`src/hdl/rmfs_pkg.sv`:
```
package rmfs_pkg;

    // Default panel geometry
    localparam int DEF_PANEL_ROWS = 64;
    localparam int DEF_PANEL_COLS = 64;
    localparam int DEF_SCAN_LINES = 32;

    // Fixed field widths
    localparam int FUNC_W  = 2;
    localparam int PIXEL_W = 6;
    localparam int COLOR_W = 3;
    localparam int KIND_W  = 2;
    localparam int ROWA_W  = 5;

    // Request function codes
    localparam logic [FUNC_W-1:0] FUNC_WRITE = 2'd0;
    localparam logic [FUNC_W-1:0] FUNC_FILL  = 2'd1;
    localparam logic [FUNC_W-1:0] FUNC_TICK  = 2'd2;
    localparam logic [FUNC_W-1:0] FUNC_READ  = 2'd3;

    // Result kind codes
    localparam logic [KIND_W-1:0] KIND_SHIFT = 2'd0;
    localparam logic [KIND_W-1:0] KIND_LATCH = 2'd1;
    localparam logic [KIND_W-1:0] KIND_READ  = 2'd2;

    // Color codes
    localparam logic [COLOR_W-1:0] CLR_BLACK  = 3'd0;
    localparam logic [COLOR_W-1:0] CLR_RED    = 3'd1;
    localparam logic [COLOR_W-1:0] CLR_YELLOW = 3'd2;
    localparam logic [COLOR_W-1:0] CLR_GREEN  = 3'd3;
    localparam logic [COLOR_W-1:0] CLR_CYAN   = 3'd4;
    localparam logic [COLOR_W-1:0] CLR_BLUE   = 3'd5;
    localparam logic [COLOR_W-1:0] CLR_PURPLE = 3'd6;
    localparam logic [COLOR_W-1:0] CLR_WHITE  = 3'd7;

    // Controller to datapath commands
    typedef struct packed {
        logic sweep_step;   // write sweep color at sweep address, advance
        logic do_write;     // single pixel write from request
        logic fill_start;   // load sweep base, color and column
        logic issue_read;   // read pixel from store
        logic issue_tick;   // scan step: reads and scan state update
        logic out_load;     // load output register from pending result
    } t_dp_cmd;

    // Datapath to controller status
    typedef struct packed {
        logic clr_last;
        logic fill_last;
        logic fill_row_ok;
        logic out_free;
    } t_dp_status;

    // Color code to panel RGB bits (bit2 red, bit1 green, bit0 blue)
    function automatic logic [COLOR_W-1:0] color_to_rgb(input logic [COLOR_W-1:0] code);
        logic [COLOR_W-1:0] rgb;
        case (code)
            CLR_BLACK:  rgb = 3'b000;
            CLR_RED:    rgb = 3'b100;
            CLR_YELLOW: rgb = 3'b110;
            CLR_GREEN:  rgb = 3'b010;
            CLR_CYAN:   rgb = 3'b011;
            CLR_BLUE:   rgb = 3'b001;
            CLR_PURPLE: rgb = 3'b101;
            CLR_WHITE:  rgb = 3'b111;
            default:    rgb = 3'b000;
        endcase
        return rgb;
    endfunction

endpackage

```
`src/hdl/rmfs_ctrl.sv`:
```
module rmfs_ctrl (
    input  logic                          i_clk,
    input  logic                          i_rst_n,
    input  logic                          i_in_valid,
    input  logic [rmfs_pkg::FUNC_W-1:0]   i_func,
    input  rmfs_pkg::t_dp_status          i_status,
    output rmfs_pkg::t_dp_cmd             o_cmd,
    output logic                          o_in_stall
);
    import rmfs_pkg::*;

    typedef enum logic [3:0] {
        ST_CLEAR  = 4'b0001,
        ST_IDLE   = 4'b0010,
        ST_FILL   = 4'b0100,
        ST_RESULT = 4'b1000
    } t_state;

    t_state r_state;
    t_state n_state;
    logic   accept;

    assign o_in_stall = (r_state != ST_IDLE);
    assign accept     = i_in_valid && (r_state == ST_IDLE);

    // Next state and command decode
    always_comb begin
        n_state = r_state;
        o_cmd   = '0;
        case (r_state)
            ST_CLEAR: begin
                o_cmd.sweep_step = 1'b1;
                if (i_status.clr_last) begin
                    n_state = ST_IDLE;
                end
            end
            ST_IDLE: begin
                if (accept) begin
                    case (i_func)
                        FUNC_WRITE: o_cmd.do_write = 1'b1;
                        FUNC_FILL: begin
                            if (i_status.fill_row_ok) begin
                                o_cmd.fill_start = 1'b1;
                                n_state          = ST_FILL;
                            end
                        end
                        FUNC_TICK: begin
                            o_cmd.issue_tick = 1'b1;
                            n_state          = ST_RESULT;
                        end
                        FUNC_READ: begin
                            o_cmd.issue_read = 1'b1;
                            n_state          = ST_RESULT;
                        end
                        default: ;
                    endcase
                end
            end
            ST_FILL: begin
                o_cmd.sweep_step = 1'b1;
                if (i_status.fill_last) begin
                    n_state = ST_IDLE;
                end
            end
            ST_RESULT: begin
                if (i_status.out_free) begin
                    o_cmd.out_load = 1'b1;
                    n_state        = ST_IDLE;
                end
            end
            default: n_state = ST_IDLE;
        endcase
    end

    // State register, clear pass runs first after reset
    always_ff @(posedge i_clk) begin
        if (!i_rst_n) begin
            r_state <= ST_CLEAR;
        end else begin
            r_state <= n_state;
        end
    end

    // Output register is only loaded when it is free
    a_load_free: assert property (@(posedge i_clk) disable iff (!i_rst_n)
        o_cmd.out_load |-> i_status.out_free)
        else $error("output loaded while occupied");

    // Sweep writes never collide with request traffic
    a_sweep_alone: assert property (@(posedge i_clk) disable iff (!i_rst_n)
        o_cmd.sweep_step |-> !(o_cmd.do_write || o_cmd.issue_read || o_cmd.issue_tick))
        else $error("sweep overlaps a request");

    // A read or scan step is followed by the result phase
    a_issue_result: assert property (@(posedge i_clk) disable iff (!i_rst_n)
        (o_cmd.issue_read || o_cmd.issue_tick) |=> (r_state == ST_RESULT))
        else $error("issued read not followed by result phase");

    // Scan state only moves on an accepted request
    a_tick_idle: assert property (@(posedge i_clk) disable iff (!i_rst_n)
        o_cmd.issue_tick |-> (i_in_valid && !o_in_stall))
        else $error("scan step without accepted request");

endmodule

```
`config.mk`:
```
export PLATFORM = sky130hd
export DESIGN_NAME = rmfs_ctrl
export DESIGN_NICKNAME = d
export VERILOG_FILES = /design/src/hdl/rmfs_pkg.sv /design/src/hdl/rmfs_ctrl.sv
export SDC_FILE = /design/constraint.sdc
export NUM_CORES = 1
export LEC_CHECK = 0
export ABC_AREA = 1
export BUFFER_PORTS_ARGS = -buffer_cell sky130_fd_sc_hd__buf_2
export CAP_MARGIN = 25
export CORE_AREA = 2 2 39 41
export CTS_BUF_LIST = sky130_fd_sc_hd__clkbuf_4
export DETAILED_ROUTE_END_ITERATION = 8
export DIE_AREA = 0 0 41 43
export PLACE_DENSITY_LB_ADDON = 0.15
export SLEW_MARGIN = 15
export SYNTH_ARGS = -nofsm -noshare
export SYNTH_HDL_FRONTEND = slang
export SYNTH_SLANG_ARGS = --single-unit
```
`constraint.sdc`:
```
create_clock -name i_clk -period 1.4 [get_ports i_clk]
set_input_delay 0.07 -clock i_clk [delete_from_list [all_inputs] [get_ports i_clk]]
set_output_delay 0.07 -clock i_clk [all_outputs]
set_load 0.005 [all_outputs]
```
==> out/qor.yml, run 1 <==
syn_area_um2: 292
clock_path_buffers: 2
path_class: "reg -> out"
slew_viol_final: 0
ioPinCount: 16
crit_required_ns: 1.33
synth_edf_count: 0
ys_types: 14
cp.arrival_ns: 1.22
start_util: 0.211
async_reset_ff_frac: 0
hold_viol_final: 0
end_kind: "output pin"
finalWeightedCongestion: 0.714
drive_gt1_frac: 0.424
grt_max_degree: 6
min_to: "r_state[0]$_SDFFE_PN1P_"
p_leak_nw: 0.242
clkSlewWorstSetupHoldPaths_ns: 0.03
drt_iter0_drc: 1
irDropWorstVdd_mv: 0.298
grt_first_pass_wirelength_mm: 1.07
reg_top3: "r_state (4)"
hp-start: "i_rst_n"
cts_tree: "yes"
fin_setup_tns_ns: 0
drcViolationCount: 0
r2r-end: "r_state[3]$_SDFFE_PN0P_"
gr-total-overflow: 0
critical_path.max_fanout: 5
dr.pass1.iters: 4
p_int_mw: 0.265
top_register: "r_state"
clkSinkCount: 4
hp-class: "in -> reg"
relSlewSlack: 0.870
rr_worst_depth: 8
period_minus_slack_ns: 1.29
clock.fmax_mhz: 777
rsz0062_at_grt: "no"
synth_warnings: 0
post_drt_wl_per_cell_um: 7.71
tightest_slew_ns: 0.193
hold_path_depth: 2
syn-num-nets: 56
antenna_cells: 0
cts-root-buf: "clkbuf_4"
die_width_um: 41
p_switching_mw: 0.107
dieArea_um2: 1760
io_buffers: 15
yosys-top-cells-count: "nand2_1, inv_1, nor2_1, nand3_1"
setup_viol: 0
finalCritPeriodShare: 0.920
hpwl_um: 551
syn_inst: 47
antenna_left: 0
combPwrFrac: 0.269
r2r_slack_ns: 0.25
htreeDepth: 1
synth_top_area_share: 0.275
p_clk_frac: 0.364
core.rowCount: 14
placed_cells: 78
power.share.sequential: 0.367
r2r_start: "r_state[2]$_SDFFE_PN0P_"
synth_most_common_cell: "nand2_1"
cts_hold_buf: 0
crit_path_start: "r_state[3]$_SDFFE_PN0P_"
clk_latency_ns: 0.23
syn_area_per_cell_um2: 6.20
core_region_area_um2: 1380
fin_cells: 82
finClkSkew_ns: 0.0000315
outcome: "finished, final reports clean"
start_kind: "register"
largest_reg_flops: 4
nets: 77
grtUsageTotal: 0.0924
power.density_nw_per_um2: 881
viasPerCell: 4.09
area_delta_synth_final_pct: 44.6
cts_made_buffers: 3
ys_seq_elements: 4
synth_top_area_cell: "dfxtp_1"
via_count: 335
synthFlopType: "dfxtp_1"
yosysSeqAreaShare: 0.275
max_cap_violations: 0
die_h_um: 43
synth.area.top_cells: "dfxtp_1, nand2_1, inv_1"
first_global_vias: 297
sw_frac_of_total: 0.287
drt_wl_total_um: 632
antenna_found_initial: 0
==> stage by stage <==
step	util	hold slack (ns)	cell area (um^2)	setup WS [ns]	power, mW
floorplan	-	0.140	292	0.398	0.198
global route	0.305	0.0593	422	0.00234	0.400
detailed placement	0.279	0.278	387	0.287	0.232
finish	0.305	0.0476	422	0.113	0.371
global placement	0.279	0.281	387	0.257	0.233
CTS	0.296	0.0381	409	0.0539	0.373
==> placed cells by master, fill, tap and decap left out <==
cell type	instances
nor4_1	1
clkinv_1	1
buf_4	1
nand3_2	1
nor2_2	4
nor3_2	1
buf_2	15
nand2_1	11
nor2_4	1
dfxtp_1	4
nand3_4	1
a21oi_1	2
clkbuf_4	3
inv_2	1
nand3_1	5
nor2_1	7
inv_1	7
==> worst max-delay path by stage <==
| stage | end |
|---|---|
| 3_3_place_gp | r_state[3]$_SDFFE_PN0P_ |
| 3_5_place_dp | r_state[3]$_SDFFE_PN0P_ |
| 4_1_cts | o_cmd[1] |
| 6_report | o_cmd[1] |
| 5_1_grt | o_cmd[1] |
| 2_1_floorplan | r_state[3]$_SDFFE_PN0P_ |
==> area by class of cell <==
type,count,area (um^2)
fill,167,962
multi-input combinational,34,183
timing repair buffer,16,82.6
sequential,4,80.1
inverter,9,33.8
clock buffer,3,22.5
tap,16,20.0
==> power groups by stage <==
stage	Clock, mW	Sequential [mW]	Combinational (mW)
floorplan	0	0.137	0.0614
global placement	0	0.138	0.0945
detailed placement	0	0.138	0.0937
CTS	0.142	0.137	0.0943
global route	0.148	0.138	0.115
finish	0.135	0.136	0.0997
==> kinds of logic after synthesis <==
family | after synthesis | synth area share
AO/OA/AOI/OAI | 2 | 0.0343
buffers and inverters | 9 | 0.116
flip-flops | 4 | 0.275
AND/OR/NAND/NOR | 32 | 0.575
==> per-layer routing <==
metal,share of wire,vias to the layer above,track usage,wire [um]
li1,-,184,-,-
met2,0.48,13,0.125,305
met3,0.078,0,0.0157,49
met4,0,0,0.100,0
met5,0,-,0,0
met1,0.44,138,0.109,277
==> timing repair <==
item / 4_1_cts / 5_1_grt
gates resized for setup: 0 / 1
buffers inserted: 0 / 1
endpoints found under the hold margin: 0 / 0
endpoints found under the setup margin: 0 / 1
==> worst max-delay path: stages (launching register included) <==
cell	delay [ns]
dfxtp_1	0.33
nor2_4	0.16
nand3_4	0.10
clkinv_1	0.08
nand2_1	0.09
nor3_2	0.10
buf_2	0.13
No activity file was read; power rests on OpenSTA's default activity.
==> inputs of run 2 (changes only) <==
ABC_AREA = 0   (was 1)
==> out/qor.yml, run 2 <==
outcome: "finished, final reports clean"  # unchanged
synthFlopType: "dfxtp_1"  # unchanged
synth_fa_ha_area_frac: 0  # unchanged
crit_path_start: "r_state[0]$_SDFFE_PN1P_"  # was r_state[3]$_SDFFE_PN0P_
finClkSkew_ns: 0.00196  # was 0.0000315 ns
drt_wl_total_um: 691  # was 632 um
worst-path-buf-inv: 1  # was 2
clock.fmax_mhz: 730  # was 777 MHz
synth_top_family_by_area: "simple AND/OR/NAND/NOR gates"  # unchanged
hold_viol_final: 0  # unchanged
hold_ws_ns: 0.0447  # was 0.0476 ns
relSlewSlack: 0.794  # was 0.870
end_kind: "output pin"  # unchanged
multi_input_area_um2: 184  # was 183 um^2
synth_top_area_cell: "dfxtp_1"  # unchanged
first_global_vias: 304  # was 297
finalWeightedCongestion: 0.600  # was 0.714
crit_slowest_cell: "nor4b_4"  # was dfxtp_1
die_h_um: 43  # unchanged
start_kind: "register"  # unchanged
yosys-top-cells-count: "dfxtp_1, nor2_1, inv_1"  # was nand2_1, inv_1, nor2_1, nand3_1
hp-class: "in -> reg"  # unchanged
antenna_left: 0  # unchanged
yosysSeqAreaShare: 0.296  # was 0.275
p_int_mw: 0.258  # was 0.265 mW
dr.pass1.iters: 1  # was 4
critical_path.top_delay_family: "simple AND/OR/NAND/NOR gates"  # unchanged
ioPinCount: 16  # unchanged
via_count: 316  # was 335
irDropWorstVdd_mv: 0.282  # was 0.298 mV
syn_area_um2: 270  # was 292 um^2
syn_area_per_cell_um2: 8.45  # was 6.20 um^2
clock_path_buffers: 2  # unchanged
rsz0062_at_grt: "yes"  # was no
gr-total-overflow: 0  # unchanged
nets: 67  # was 77
synth_top_area_share: 0.296  # was 0.275
tightest_slew_ns: 0.308  # was 0.193 ns
muxShareOfSynthArea: 0  # unchanged
grtUsageMet1: 0.119  # was 0.109
largest_reg_flops: 4  # unchanged
slew_viol_final: 0  # unchanged
hp-start: "i_rst_n"  # unchanged
clkSlewWorstSetupHoldPaths_ns: 0.03  # about the same
worst-path-stages: 4  # was 6
finalCritPeriodShare: 0.978  # was 0.920
antenna_found_initial: 0  # unchanged
grt_first_pass_wirelength_mm: 1.20  # was 1.07 mm
async_reset_ff_frac: 0  # unchanged
drt_iter0_drc: 0  # was 1
antenna_cells: 0  # unchanged
grt.busiest_layer: "met2"  # unchanged
area_delta_synth_final_pct: 65.3  # was 44.6%
p_leak_nw: 0.211  # was 0.242 nW
seqCellArea_um2: 88.8  # was 80.1 um^2
ys_seq_elements: 4  # unchanged
post_drt_wl_per_cell_um: 9.60  # was 7.71 um
power.density_nw_per_um2: 759  # was 881 nW/um^2
fillers: 153  # was 167
dieArea_um2: 1760  # unchanged
grt_max_degree: 8  # was 6
p_switching_mw: 0.0810  # was 0.107 mW
met2_usage: 0.153  # was 0.125
cp_slowest_stage_delay_ns: 0.36  # was 0.33 ns
synth_compound_area_frac: 0.120  # was 0.0343
core_region_area_um2: 1380  # unchanged
fin_setup_tns_ns: 0  # unchanged
reg_top3: "r_state (4)"  # unchanged
critical_path.max_fanout: 4  # was 5
ys_types: 20  # was 14
final_core_utilization: 0.323  # was 0.305
cts_hold_buf: 0  # unchanged
synth-xor-area-share: 0.0324  # was 0
cp.arrival_ns: 1.30  # was 1.22 ns
mostFrequentLayoutCell: "buf_2"  # unchanged
drcViolationCount: 0  # unchanged
start_util: 0.195  # was 0.211
combPwrFrac: 0.219  # was 0.269
drive_gt1_frac: 0.536  # was 0.424
io_buffers: 15  # unchanged
die_width_um: 41  # unchanged
finalWorstSetupSlack_ns: 0.0305  # was 0.113 ns
setup_viol: 0  # unchanged
sw_frac_of_total: 0.239  # was 0.287
worstPathCellList: "nor4b_4 -> nand3_2 -> nor2_1 -> buf_2"  # was nor2_4 -> nand3_4 -> clkinv_1 -> nand2_1 -> nor3_2 -> buf_2
htreeDepth: 1  # unchanged
cts-root-buf: "clkbuf_4"  # unchanged
clk_latency_ns: 0.23  # about the same
r2r_slack_ns: 0.12  # was 0.25 ns
syn_inst: 32  # was 47
synth_warnings: 0  # unchanged
viasPerCell: 4.39  # was 4.09
yosys.area_share.simple: 0.509  # was 0.575
p_clk_frac: 0.415  # was 0.364
grtUsageTotal: 0.104  # was 0.0924
final_cell_mix: "buf_2, buf_4, nor2_1, clkbuf_4"  # was buf_2, nand2_1, inv_1, nor2_1, nand3_1
syn-num-nets: 41  # was 56
path_class: "reg -> out"  # unchanged
cts_tree: "yes"  # unchanged
crit_required_ns: 1.33  # about the same
p_total_mw: 0.339  # was 0.371 mW
rr_worst_depth: 4  # was 8
r2r-end: "r_state[1]$_SDFFE_PN0P_"  # was r_state[3]$_SDFFE_PN0P_
worstSetupEndpoint: "o_cmd[2]"  # was o_cmd[1]
synth.area.top_cells: "dfxtp_1, nor4b_4, a21boi_1"  # was dfxtp_1, nand2_1, inv_1
grtUsageMet3: 0.0314  # was 0.0157
power.share.sequential: 0.367  # about the same
top_register: "r_state"  # unchanged
r2r_start: "r_state[0]$_SDFFE_PN1P_"  # was r_state[2]$_SDFFE_PN0P_
place_ws_ns: 0.157  # was 0.287 ns
clkSinkCount: 4  # unchanged
period_minus_slack_ns: 1.37  # was 1.29 ns
cts_made_buffers: 3  # unchanged
synth_edf_count: 0  # unchanged
max_cap_violations: 0  # unchanged
core.rowCount: 14  # unchanged
[run 2: cell types whose count changed in the layout (fill, tap and decap cells not counted), moves of 3 or more]
cell and delta:
nand2_1 -9, buf_4 +5, inv_1 -5, nand3_1 -5
nor2_2 -4, dfxtp_1 -3, nor2_1 -3
[run 2: what timing repair did]
item                                    in CTS  in global routing
gates cloned                                 0                  0
resized for setup                            4                  3
setup buffers                                2                  3
endpoints found under the setup margin       4                  5
pin swaps                                    2                  3
[run 2: area by class of cell]
| type | count | area share |
|---|---|---|
| Tap cell | 16 | 0.0448 |
| Timing Repair Buffer | 21 | 0.269 |
| Clock buffer | 3 | 0.0504 |
| Multi-Input combinational cell | 25 | 0.412 |
| Inverter | 3 | 0.0252 |
| Sequential cell | 4 | 0.199 |
[run 2: kinds of logic after synthesis]
| group | Yosys count |
|---|---|
| AOI/OAI and AO/OA | 5 |
| xor gates and xnor gates | 1 |
| buffers and inverters | 3 |
| DFF | 4 |
| and+or+nand+nor | 19 |
[run 2: metrics by stage]
step	std cells	instance area [um^2]
after CTS	69	420
after global placement	64	373
after floorplan	32	270
final	72	447
after detailed placement	64	373
after global routing	72	447
[run 2: worst min path at each step]
stage / endpoint / slack (ns) / depth (start not counted)
2_1_floorplan: r_state[0]$_SDFFE_PN1P_ / 0.15 / 1
3_3_place_gp: r_state[0]$_SDFFE_PN1P_ / 0.31 / 2
3_5_place_dp: r_state[0]$_SDFFE_PN1P_ / 0.29 / 2
4_1_cts: r_state[0]$_SDFFE_PN1P_ / 0.04 / 2
5_1_grt: r_state[0]$_SDFFE_PN1P_ / 0.06 / 2
6_report: r_state[0]$_SDFFE_PN1P_ / 0.04 / 2
[run 2: layer usage]
metal	vias to the layer above	part of all wire
met5	-	0
met4	0	0.014
met3	2	0.059
met2	10	0.48
met1	135	0.44
li1	169	-
[run 2: power by group through the flow]
stage	clock network (mW)	logic (mW)	registers [mW]
after floorplan	0	0.0287	0.130
after global placement	0	0.0600	0.131
after detailed placement	0	0.0593	0.131
after CTS	0.147	0.0649	0.127
after global routing	0.161	0.0842	0.125
final	0.140	0.0741	0.124
==> inputs of run 3 (changes only) <==
CORE_AREA = 4 4 41 43   (was 2 2 39 41)
DIE_AREA = 0 0 45 47   (was 0 0 41 43)
clock period = 1.2 ns   (was 1.4 ns; I/O delays follow)
==> out/qor.yml, run 3 (synthesis results as in run 2) <==
viasPerCell: 4.56  # was 4.39
setup_viol: 7  # was 0
drcViolationCount: 0  # unchanged
antenna_cells: 0  # unchanged
power.density_nw_per_um2: 851  # was 759 nW/um^2
core.rowCount: 13  # was 14
die_width_um: 45  # was 41 um
path_class: "reg -> out"  # unchanged
slew_viol_final: 0  # unchanged
top_register: "r_state"  # unchanged
io_buffers: 15  # unchanged
post_drt_wl_per_cell_um: 11.2  # was 9.60 um
critical_path.max_fanout: 5  # was 4
first_global_vias: 322  # was 304
cts-root-buf: "clkbuf_4"  # unchanged
grt_max_degree: 7  # was 8
start_kind: "register"  # unchanged
fin_cells: 73  # was 72
finalWeightedCongestion: 0.727  # was 0.600
hp-class: "in -> reg"  # unchanged
cp.arrival_ns: 1.30  # about the same
end_kind: "output pin"  # unchanged
finalInstanceArea_um2: 482  # was 447 um^2
clk_latency_ns: 0.23  # about the same
tightest_slew_ns: 0.334  # was 0.308 ns
hold_viol_final: 0  # unchanged
core_region_area_um2: 1300  # was 1380 um^2
p_leak_nw: 0.224  # was 0.211 nW
clock_path_buffers: 2  # unchanged
max_cap_violations: 0  # unchanged
dr.pass1.iters: 3  # was 1
ioPinCount: 16  # unchanged
clock.fmax_mhz: 735
failed_checks: "negative setup slack"
largest_reg_flops: 4  # unchanged
finClkSkew_ns: 0.00330  # was 0.00196 ns
fillers: 150  # was 153
irDropWorstVdd_mv: 0.311  # was 0.282 mV
relSlewSlack: 0.777  # was 0.794
clkSinkCount: 4  # unchanged
placed_cells: 66  # was 64
cts_made_buffers: 3  # unchanged
die_h_um: 47  # was 43 um
drt_iter0_drc: 2  # was 0
clkSlewWorstSetupHoldPaths_ns: 0.04  # was 0.03 ns
outcome: "complete, but fails checks"  # was finished, final reports clean
finalWorstSetupSlack_ns: -0.161  # was 0.0305 ns
area_delta_synth_final_pct: 78.2  # was 65.3%
cts_tree: "yes"  # unchanged
antenna_found_initial: 0  # unchanged
dieArea_um2: 2120  # was 1760 um^2
grt_first_pass_wirelength_mm: 1.33  # was 1.20 mm
htreeDepth: 1  # unchanged
drive_gt1_frac: 0.638  # was 0.536
start_util: 0.208  # was 0.195
gr-total-overflow: 0  # unchanged
place_area_um2: 394  # was 373 um^2
mostFrequentLayoutCell: "buf_2"  # unchanged
grtUsageTotal: 0.0916  # was 0.104
finalCritPeriodShare: 1.13
hpwl_um: 591
fin_setup_tns_ns: -0.858  # was 0 ns
reg_top3: "r_state (4)"  # unchanged
period_minus_slack_ns: 1.36
via_count: 333  # was 316
rsz0062_at_grt: "yes"  # unchanged
antenna_left: 0  # unchanged
nets: 69  # was 67
final_cell_mix: "buf_2, buf_4, nor2_1, clkbuf_4, dfxtp_2"  # was buf_2, buf_4, nor2_1, clkbuf_4
r2r_slack_ns: -0.02  # was 0.12 ns
drt_wl_total_um: 815  # was 691 um
cts_hold_buf: 0  # unchanged
crit_required_ns: 1.14  # was 1.33 ns
==> run 3: report_power, final <==
group / switching [mW] / total (mW) / internal, mW
combinational: 0.0407 / 0.0947 / 0.0540
sequential: 0.00790 / 0.149 / 0.141
clock: 0.0547 / 0.167 / 0.112
==> run 3: cell type report <==
cell class | instances | area, um^2 | area share
clock buffer | 3 | 22.5 | 0.0468
multi-input combinational | 25 | 206 | 0.429
inverter | 3 | 11.3 | 0.0234
sequential | 4 | 87.6 | 0.182
tap | 15 | 18.8 | 0.0390
timing repair buffer | 23 | 135 | 0.281
==> run 3: final timing paths <==
path	to	from	depth (start not counted)
min reg2reg	r_state[0]$_SDFFE_PN1P_	r_state[1]$_SDFFE_PN0P_	2
min	r_state[0]$_SDFFE_PN1P_	i_rst_n	2
max reg2reg	r_state[2]$_SDFFE_PN0P_	r_state[2]$_SDFFE_PN0P_	4
max	o_cmd[4]	r_state[2]$_SDFFE_PN0P_	4
==> run 3: stage by stage <==
step	hold WS [ns]	power, mW	utilization	setup slack, ns
final	0.0328	0.410	0.370	-0.161
after global routing	0.0427	0.431	0.370	-0.261
after CTS	0.0185	0.410	0.352	-0.193
after detailed placement	0.278	0.227	0.303	-0.0191
after global placement	0.275	0.227	0.303	-0.00678
after floorplan	0.140	0.186	-	0.0587
==> run 3: layer usage <==
metal  routed length, um  GRT usage  share of wire  vias up
li1                    -          -              -      171
met1                 351      0.109           0.43      147
met2                 382      0.141           0.47       15
met3                  81     0.0345          0.099        0
met4                   0     0.0526              0        0
met5                   0          0              0        -
==> run 3: worst max-delay path, cell delays in order (launching register included) <==
cell and delay, ns:
dfxtp_2 0.33, nor4b_4 0.38, nand2_1 0.10, nor3_1 0.12, buf_2 0.13
==> run 3: repair_timing <==
item / in CTS / in global routing
setup endpoints to repair: 8 / 9
gates resized for setup: 5 / 8
pin swaps: 4 / 7
buffers inserted: 4 / 2
